`config.mk`:
```
export PLATFORM = sky130hd
export DESIGN_NAME = wav_pcm16_stream_parser_core
export DESIGN_NICKNAME = d
export VERILOG_FILES = /design/src/sv/wps_pkg.sv /design/src/sv/wav_pcm16_stream_parser_core.sv /design/src/sv/wps_front.sv /design/src/sv/wps_queue.sv /design/src/sv/wps_back.sv
export SDC_FILE = /design/constraint.sdc
export NUM_CORES = 2
export LEC_CHECK = 0
export ABC_AREA = 1
export BUFFER_PORTS_ARGS = -buffer_cell sky130_fd_sc_hd__buf_2
export CAP_MARGIN = 10
export CORE_ASPECT_RATIO = 0.9
export CORE_MARGIN = 8
export CORE_UTILIZATION = 65
export DETAILED_ROUTE_END_ITERATION = 6
export PLACE_DENSITY = 0.94
export SYNTH_ARGS = -nofsm -noshare
export SYNTH_HDL_FRONTEND = slang
export SYNTH_HIERARCHICAL = 1
export SYNTH_SLANG_ARGS = --single-unit
```
`constraint.sdc`:
```
create_clock -name clk -period 11.57 [get_ports clk]
set_input_delay 1.157 -clock clk [delete_from_list [all_inputs] [get_ports clk]]
set_output_delay 1.157 -clock clk [all_outputs]
set_load 0.05 [all_outputs]
```
`src/sv/wps_pkg.sv`:
```
// Shared types, codes and helpers for the WAV PCM16 stream parser.
package wps_pkg;

  localparam int QDEPTH = 4;
  localparam int QAW    = $clog2(QDEPTH);

  localparam logic [31:0] TAG_RIFF = 32'h4646_4952;
  localparam logic [31:0] TAG_WAVE = 32'h4556_4157;
  localparam logic [31:0] TAG_FMT  = 32'h2074_6D66;
  localparam logic [31:0] TAG_DATA = 32'h6174_6164;

  localparam logic [31:0] FMT_SIZE_PCM  = 32'd16;
  localparam logic [31:0] AUDIO_FMT_PCM = 32'd1;
  localparam logic [31:0] BITS_PCM16    = 32'd16;
  localparam logic [15:0] CHANS_STEREO  = 16'd2;

  typedef enum logic [3:0] {
    PH_RIFF, PH_RSIZE, PH_WAVE, PH_FMT, PH_FSIZE, PH_AFMT, PH_CHAN, PH_RATE,
    PH_BRATE, PH_ALIGN, PH_BITS, PH_CID, PH_CSIZE, PH_SKIP, PH_DATA, PH_HALT
  } phase_t;

  typedef enum logic [1:0] {
    K_SAMPLE = 2'd0,
    K_HEADER = 2'd1,
    K_ERROR  = 2'd2,
    K_END    = 2'd3
  } kind_t;

  typedef enum logic [2:0] {
    E_RIFF      = 3'd0,
    E_WAVE      = 3'd1,
    E_FMT_TAG   = 3'd2,
    E_FMT_SIZE  = 3'd3,
    E_FORMAT    = 3'd4,
    E_BITS      = 3'd5,
    E_BYTE_RATE = 3'd6,
    E_ZERO_CHAN = 3'd7
  } err_t;

  typedef struct packed {
    kind_t              kind;
    logic signed [15:0] sample_value;
    logic [31:0]        rate_hz;
    logic [15:0]        channel_total;
    err_t               error_code;
    logic               last;
  } result_t;

  // Results produced by one accepted byte (zero, one or two).
  typedef struct packed {
    logic [1:0] count;
    result_t    item0;
    result_t    item1;
  } front_out_t;

  function automatic result_t mk_result(kind_t k, logic [15:0] smp, logic [31:0] rate,
                                        logic [15:0] ch, err_t err);
    result_t r;
    r.kind          = k;
    r.sample_value  = smp;
    r.rate_hz       = rate;
    r.channel_total = ch;
    r.error_code    = err;
    r.last          = 1'b1;
    return r;
  endfunction

endpackage

```
`src/sv/wav_pcm16_stream_parser_core.sv`:
```
// Top level of the WAV PCM16 stream parser.
// Takes one file byte per transaction (tuser marks the first byte of a new file) and
// returns header, sample, end and error results. A byte is accepted whenever the
// four-entry result queue has room for two results, so the input runs at one byte per
// cycle while the output side keeps up; the output stage hands out one result per cycle
// while m_axis_tready is high. A result is written into the queue, then registered in
// the output stage before it is offered. The byte-rate check uses a registered 32x16
// multiply formed while the following fields stream in.
module wav_pcm16_stream_parser_core import wps_pkg::*; (
  input  logic        clk,
  input  logic        rst,
  input  logic        s_axis_tvalid,
  output logic        s_axis_tready,
  input  logic [7:0]  s_axis_tdata,   // [7:0] data_byte
  input  logic [0:0]  s_axis_tuser,   // [0] new_file
  output logic        m_axis_tvalid,
  input  logic        m_axis_tready,
  output logic [71:0] m_axis_tdata,   // [15:0] sample_value, [47:16] rate_hz,
                                      // [63:48] channel_total, [66:64] error_code
  output logic [1:0]  m_axis_tuser,   // [1:0] kind
  output logic        m_axis_tlast    // last result of its byte
);

  front_out_t fout;
  logic       room;
  logic       head_valid;
  result_t    head;
  logic       pop;
  logic       accept;

  assign s_axis_tready = room;
  assign accept        = s_axis_tvalid && room;

  wps_front u_front (
    .clk       (clk),
    .rst       (rst),
    .accept    (accept),
    .data_byte (s_axis_tdata),
    .new_file  (s_axis_tuser[0]),
    .fout      (fout)
  );

  wps_queue u_queue (
    .clk        (clk),
    .rst        (rst),
    .push       (fout),
    .pop        (pop),
    .room       (room),
    .head_valid (head_valid),
    .head       (head)
  );

  wps_back u_back (
    .clk           (clk),
    .rst           (rst),
    .head_valid    (head_valid),
    .head          (head),
    .pop           (pop),
    .m_axis_tvalid (m_axis_tvalid),
    .m_axis_tready (m_axis_tready),
    .m_axis_tdata  (m_axis_tdata),
    .m_axis_tuser  (m_axis_tuser),
    .m_axis_tlast  (m_axis_tlast)
  );

endmodule

```
`src/sv/wps_front.sv`:
```
// Byte parser: walks the RIFF/WAVE header, checks it and turns data bytes into results.
module wps_front import wps_pkg::*; (
  input  logic       clk,
  input  logic       rst,
  input  logic       accept,
  input  logic [7:0] data_byte,
  input  logic       new_file,
  output front_out_t fout
);

  phase_t      phase, phase_next;
  logic [1:0]  bif, bif_next;
  logic [31:0] accum, accum_next;
  logic [15:0] chans, chans_next;
  logic [31:0] rate, rate_next;
  logic [31:0] brate, brate_next;
  logic [31:0] remaining, remaining_next;
  logic [15:0] chan_idx, chan_idx_next;
  logic [7:0]  low_byte, low_byte_next;
  logic [15:0] left_smp, left_smp_next;
  logic [47:0] prod;

  phase_t      ph;
  logic [1:0]  b_i;
  logic [31:0] acc;
  logic [31:0] v;
  logic [31:0] rem_dec;
  logic [15:0] raw;
  logic [15:0] ci1;
  logic signed [16:0] pair_sum;
  logic signed [16:0] pair_adj;
  logic        len2;
  logic        field_done;
  logic        frame_done;
  logic [1:0]  n;
  result_t     outs [2];

  // rate*channels is ready long before the bits field closes
  always_ff @(posedge clk) begin
    prod <= rate * chans;
  end

  always_ff @(posedge clk) begin
    if (rst) begin
      phase <= PH_RIFF;
      bif   <= '0;
      accum <= '0;
    end else begin
      phase <= phase_next;
      bif   <= bif_next;
      accum <= accum_next;
    end
    chans     <= chans_next;
    rate      <= rate_next;
    brate     <= brate_next;
    remaining <= remaining_next;
    chan_idx  <= chan_idx_next;
    low_byte  <= low_byte_next;
    left_smp  <= left_smp_next;
  end

  always_comb begin
    ph  = new_file ? PH_RIFF : phase;
    b_i = new_file ? 2'd0 : bif;
    acc = new_file ? 32'd0 : accum;

    phase_next     = phase;
    bif_next       = bif;
    accum_next     = accum;
    chans_next     = chans;
    rate_next      = rate;
    brate_next     = brate;
    remaining_next = remaining;
    chan_idx_next  = chan_idx;
    low_byte_next  = low_byte;
    left_smp_next  = left_smp;

    v          = acc | (32'(data_byte) << {b_i, 3'b000});
    rem_dec    = remaining - 32'd1;
    raw        = {data_byte, low_byte};
    ci1        = chan_idx + 16'd1;
    pair_sum   = 17'(signed'(left_smp)) + 17'(signed'(raw));
    pair_adj   = pair_sum + 17'(pair_sum[16]);
    len2       = (ph == PH_AFMT) || (ph == PH_CHAN) || (ph == PH_ALIGN) || (ph == PH_BITS);
    field_done = len2 ? (b_i == 2'd1) : (b_i == 2'd3);
    frame_done = 1'b0;
    n          = 2'd0;
    outs[0]    = '0;
    outs[1]    = '0;

    if (accept) begin
      phase_next = ph;
      bif_next   = b_i;
      accum_next = acc;
      case (ph)
        PH_HALT: begin
        end
        PH_DATA: begin
          remaining_next = rem_dec;
          if (b_i == 2'd0) begin
            low_byte_next = data_byte;
            bif_next      = 2'd1;
          end else begin
            bif_next = 2'd0;
            if (chans == CHANS_STEREO) begin
              if (chan_idx == 16'd0) begin
                left_smp_next = raw;
                chan_idx_next = 16'd1;
              end else begin
                // average truncates toward zero
                outs[n[0]]    = mk_result(K_SAMPLE, pair_adj[16:1], '0, '0, E_RIFF);
                n             = n + 2'd1;
                chan_idx_next = 16'd0;
                frame_done    = 1'b1;
              end
            end else begin
              outs[n[0]] = mk_result(K_SAMPLE, raw, '0, '0, E_RIFF);
              n          = n + 2'd1;
              if (ci1 >= chans) begin
                chan_idx_next = 16'd0;
                frame_done    = 1'b1;
              end else begin
                chan_idx_next = ci1;
              end
            end
            if (frame_done && (rem_dec < {15'd0, chans, 1'b0})) begin
              outs[n[0]] = mk_result(K_END, '0, '0, '0, E_RIFF);
              n          = n + 2'd1;
              phase_next = PH_HALT;
            end
          end
        end
        PH_SKIP: begin
          remaining_next = rem_dec;
          if (rem_dec == 32'd0) phase_next = PH_CID;
        end
        default: begin
          if (!field_done) begin
            bif_next   = b_i + 2'd1;
            accum_next = v;
          end else begin
            bif_next   = 2'd0;
            accum_next = '0;
            case (ph)
              PH_RIFF: begin
                if (v != TAG_RIFF) begin
                  outs[n[0]] = mk_result(K_ERROR, '0, '0, '0, E_RIFF);
                  n = n + 2'd1;
                  phase_next = PH_HALT;
                end else phase_next = PH_RSIZE;
              end
              PH_RSIZE: phase_next = PH_WAVE;
              PH_WAVE: begin
                if (v != TAG_WAVE) begin
                  outs[n[0]] = mk_result(K_ERROR, '0, '0, '0, E_WAVE);
                  n = n + 2'd1;
                  phase_next = PH_HALT;
                end else phase_next = PH_FMT;
              end
              PH_FMT: begin
                if (v != TAG_FMT) begin
                  outs[n[0]] = mk_result(K_ERROR, '0, '0, '0, E_FMT_TAG);
                  n = n + 2'd1;
                  phase_next = PH_HALT;
                end else phase_next = PH_FSIZE;
              end
              PH_FSIZE: begin
                if (v != FMT_SIZE_PCM) begin
                  outs[n[0]] = mk_result(K_ERROR, '0, '0, '0, E_FMT_SIZE);
                  n = n + 2'd1;
                  phase_next = PH_HALT;
                end else phase_next = PH_AFMT;
              end
              PH_AFMT: begin
                if (v != AUDIO_FMT_PCM) begin
                  outs[n[0]] = mk_result(K_ERROR, '0, '0, '0, E_FORMAT);
                  n = n + 2'd1;
                  phase_next = PH_HALT;
                end else phase_next = PH_CHAN;
              end
              PH_CHAN: begin
                chans_next = v[15:0];
                if (v == 32'd0) begin
                  outs[n[0]] = mk_result(K_ERROR, '0, '0, '0, E_ZERO_CHAN);
                  n = n + 2'd1;
                  phase_next = PH_HALT;
                end else phase_next = PH_RATE;
              end
              PH_RATE: begin
                rate_next  = v;
                phase_next = PH_BRATE;
              end
              PH_BRATE: begin
                brate_next = v;
                phase_next = PH_ALIGN;
              end
              PH_ALIGN: phase_next = PH_BITS;
              PH_BITS: begin
                if (v != BITS_PCM16) begin
                  outs[n[0]] = mk_result(K_ERROR, '0, '0, '0, E_BITS);
                  n = n + 2'd1;
                  phase_next = PH_HALT;
                end else if ({17'd0, brate} != {prod, 1'b0}) begin
                  outs[n[0]] = mk_result(K_ERROR, '0, '0, '0, E_BYTE_RATE);
                  n = n + 2'd1;
                  phase_next = PH_HALT;
                end else phase_next = PH_CID;
              end
              PH_CID: begin
                // marks a data chunk while its size is read
                remaining_next = (v == TAG_DATA) ? 32'd1 : 32'd0;
                phase_next     = PH_CSIZE;
              end
              PH_CSIZE: begin
                remaining_next = v;
                if (remaining == 32'd1) begin
                  chan_idx_next = '0;
                  outs[n[0]] = mk_result(K_HEADER, '0, rate, chans, E_RIFF);
                  n = n + 2'd1;
                  if (v < {15'd0, chans, 1'b0}) begin
                    outs[n[0]] = mk_result(K_END, '0, '0, '0, E_RIFF);
                    n = n + 2'd1;
                    phase_next = PH_HALT;
                  end else phase_next = PH_DATA;
                end else begin
                  phase_next = (v == 32'd0) ? PH_CID : PH_SKIP;
                end
              end
              default: phase_next = PH_HALT;
            endcase
          end
        end
      endcase
    end

    outs[0].last = (n == 2'd1);
    fout.count   = n;
    fout.item0   = outs[0];
    fout.item1   = outs[1];
  end

endmodule

```
`src/sv/wps_queue.sv`:
```
// Short result queue between parser and output stage; takes up to two results per cycle.
module wps_queue import wps_pkg::*; (
  input  logic       clk,
  input  logic       rst,
  input  front_out_t push,
  input  logic       pop,
  output logic       room,
  output logic       head_valid,
  output result_t    head
);

  result_t        mem [QDEPTH];
  logic [QAW-1:0] wr_ptr, rd_ptr;
  logic [QAW:0]   count;
  logic [QAW-1:0] wr_ptr1;
  logic           do_pop;

  assign wr_ptr1    = wr_ptr + QAW'(1);
  assign head_valid = (count != '0);
  assign head       = mem[rd_ptr];
  assign do_pop     = pop && head_valid;
  // room for the worst case of two results from one byte
  assign room       = (count <= (QAW+1)'(QDEPTH - 2));

  always_ff @(posedge clk) begin
    if (push.count != 2'd0) mem[wr_ptr] <= push.item0;
    if (push.count == 2'd2) mem[wr_ptr1] <= push.item1;
  end

  always_ff @(posedge clk) begin
    if (rst) begin
      wr_ptr <= '0;
      rd_ptr <= '0;
      count  <= '0;
    end else begin
      wr_ptr <= wr_ptr + QAW'(push.count);
      if (do_pop) rd_ptr <= rd_ptr + QAW'(1);
      count <= count + (QAW+1)'(push.count) - (QAW+1)'(do_pop);
    end
  end

endmodule

```
`src/sv/wps_back.sv`:
```
// Output stage: registers one result and presents it on the master stream.
module wps_back import wps_pkg::*; (
  input  logic        clk,
  input  logic        rst,
  input  logic        head_valid,
  input  result_t     head,
  output logic        pop,
  output logic        m_axis_tvalid,
  input  logic        m_axis_tready,
  output logic [71:0] m_axis_tdata,
  output logic [1:0]  m_axis_tuser,
  output logic        m_axis_tlast
);

  result_t held;
  logic    held_valid;

  assign pop = head_valid && (!held_valid || m_axis_tready);

  always_ff @(posedge clk) begin
    if (rst) begin
      held_valid <= 1'b0;
    end else if (pop) begin
      held_valid <= 1'b1;
    end else if (m_axis_tready) begin
      held_valid <= 1'b0;
    end
    if (pop) held <= head;
  end

  assign m_axis_tvalid = held_valid;
  assign m_axis_tdata  = {5'd0, held.error_code, held.channel_total, held.rate_hz,
                          held.sample_value};
  assign m_axis_tuser  = held.kind;
  assign m_axis_tlast  = held.last;

endmodule
```
==> impl_metrics.toml <==
[route]
ant_nets = 0
vias_per_cell = 6.11
dr.first_iter.drc_count = 6116
totalWireLength_um = 139000
dr.pass1.iters = 7
vias = 40400
drc = 0
wl_per_cell_um = 21.1

[global_routing]
use_met2_pct = 51.9
met1_usage_pct = 42.2
grt_max_degree = 102
use_met3_pct = 9.49
grt_pass1_vias = 40900
grt_remaining_overflow = 0
antenna_found_initial = 2
grt_first_pass_wirelength_um = 217000
grt.total_usage_pct = 33.3
busiest_layer = "met2"

[yosys]
async_flop_share_pct = 0
synth_cell_type_count = 57
synth_ff_type = "edfxtp_1"
netlist_instances = 5704
ys_warn_count = 6
synth_top_cell_by_area = "edfxtp_1"
synth_edf_count = 502
synth_seq_cells = 598
avgSynthCellArea_um2 = 8.36
synth_seq_area_share_pct = 35.6
netlist.area_leader.share_pct = 31.6
syn-cell-area_um2 = 47700
synthTopCellsByArea = "edfxtp_1, fa_1, nand2_1"

[die]
ios = 90
start_util_pct = 65.4
core.rowCount = 94
die-area_um2 = 82300
design.core.area_um2 = 72900
die_x_um = 302
dieHeight_um = 273

[cells_and_area]
final_nets = 6236
final_common_cell = "nand2_1"
area_delta_synth_final_pct = 5.22
drive_above_1_share_pct = 6.15
design_area_um2 = 50200
most-common-layout-cells = "nand2_1, inv_1, edfxtp_1"
fill_cells = 5046

[timing]
setup_tns_ps = 0
max-slew-margin-rel_pct = 16.1
rsz0062_at_grt = "false"
slew_violations = 0
hold_viol = 0
tightestPinTransition_ps = 1260
period_needed_ps = 6780
fin_skew_ps = 50.2
fmax_ghz = 0.148
setup_violations = 0
finalCritPeriodShare_pct = 58.6

[critical_path]
required_ps = 12150
arrival_ps = 7350
endpoint_kind = "register"
cp-start-kind = "register"
crit_type = "reg -> reg"
crit_fanout = 17

[power]
powerDensity_nw_per_um2 = 88.2
power_leakage_nw = 23.1
ir_drop_uv = 109

[clock_network]
clk_latency_ps = 660
cts_buffers = 58
cts.sinks = 598
tritoncts = "built"
cts_root_buf = "clkbuf_16"
cts.clk_slew.worst_paths_ps = 70
cts_resized = 0
htreeDepth = 2
cts_buffer_depth = 3
holdBufCountCts = 0
postCtsSetupBuffers = 0

[run]
drv_cap = 0

[run_status]
outcome = "completed"

[worst_hold_path]
holdCritPathClass = "reg -> reg"

[place]
placed_area_um2 = 48200
dp_hpwl_um = 95600
io_buffers = 84
gp_congestion = 1.04
==> worst paths after layout <==
check | from | end | slack, ps | depth (start not counted)
worst max-delay path | u_front/rate[21]$_DFFE_PP_ | u_front/prod[47]$_DFF_P_ | 4790 | 22
worst min-delay path | u_front/accum[27]$_SDFFE_PP0P_ | u_front/accum[27]$_SDFFE_PP0P_ | 460 | 2
worst max register to register | u_front/rate[21]$_DFFE_PP_ | u_front/prod[47]$_DFF_P_ | 4790 | 22
worst min register to register | u_front/accum[27]$_SDFFE_PP0P_ | u_front/accum[27]$_SDFFE_PP0P_ | 460 | 2
==> cells in the mapped netlist (15+ instances only) <==
master and number:
clkbuf_1 204, fa_1 420, xor2_1 55, buf_2 53, ha_1 194, xnor2_1 32
inv_2 25, nor2_2 20, o22ai_1 95, o21ai_1 198, nor2_1 471, dfxtp_1 96
nand3_1 110, o21ai_0 331, nand4_1 39, a31oi_1 15, edfxtp_1 502, buf_4 81
nand2_1 1379, inv_1 1007, nor3_1 54, a21oi_1 149, nand2_2 34
==> kinds of logic after synthesis <==
logic type / Yosys count / synth area share (%)
buf+inv: 1387 / 11.9
xor+xnor: 87 / 1.60
simple gates: 2167 / 18.6
flops: 598 / 35.6
fa+ha+maj: 614 / 22.7
compound gates: 849 / 9.57
other cells: 2 / 0.0157
==> layer usage <==
metal	share of wire (%)	wire length [um]	vias to the layer above
met1	34	48000	18600
li1	-	-	17600
met5	0.011	15	-
met2	44	61900	3400
met3	15	20900	776
met4	6.1	8540	2
==> stage by stage <==
stage               power, mW  std cells  worst slack, ps  utilization (%)  hold slack [ps]
floorplan                2.48       5774             2370                -              445
global placement         2.50       6509             5180             66.2              452
detailed placement       2.50       6509             5060             66.2              455
CTS                      4.43       6616             5010             68.8              464
global route             4.52       6616             4560             68.8              481
finish                   4.43       6617             4790             68.8              464
==> area by class of cell <==
type	instances	area [um^2]	area share [%]
Clock buffer	63	1470	2.93
Antenna cell	1	2.50	0.00499
Multi-Input combinational cell	3789	25400	50.6
Inverter	1035	3890	7.75
Clock inverter	44	480	0.957
Sequential cell	598	17000	33.9
Timing Repair Buffer	127	743	1.48
Tap cell	960	1200	2.39
==> worst max-delay path: stages (launching register included) <==
cell      delay (ps)
edfxtp_1        1200
nand2_1          280
fa_1             600
fa_1             530
fa_1             520
inv_1             60
fa_1             500
fa_1             500
inv_1             50
fa_1             480
inv_1             60
ha_1             410
nand2_1          120
nor2_1           210
nand2_1          100
nor4_1           190
nand2_1          110
nand4_1          150
nand2_1           70
nand2_1          110
nand2_1          100
o21ai_0          200
xor2_1           160
==> state kept, by name, indices dropped and copies added, names as in the netlist, named ones only <==
register,count
u_front/brate,32
u_front/low_byte,8
u_back/m_axis_tuser,2
u_front/phase,4
u_front/left_smp,16
u_queue/wr_ptr,2
u_front/accum,32
u_front/prod,48
u_back/m_axis_tlast,1
u_front/chan_idx,16
u_front/remaining,32
u_queue/count,3
u_back/m_axis_tvalid,1
u_front/rate,32
u_queue/rd_ptr,2
u_queue/mem,280
u_front/bif,2
u_front/chans,16
u_back/m_axis_tdata,67
==> power by group <==
| part | switching, mW | leakage (nW) | internal [mW] | total [mW] |
|---|---|---|---|---|
| combinational | 0.117 | 16.7 | 0.0322 | 0.149 |
| sequential | 0.00601 | 5.53 | 2.31 | 2.32 |
| clock | 0.859 | 0.947 | 1.10 | 1.96 |
| total | 0.982 | 23.1 | 3.45 | 4.43 |
Power figures use the tool's default switching activity.
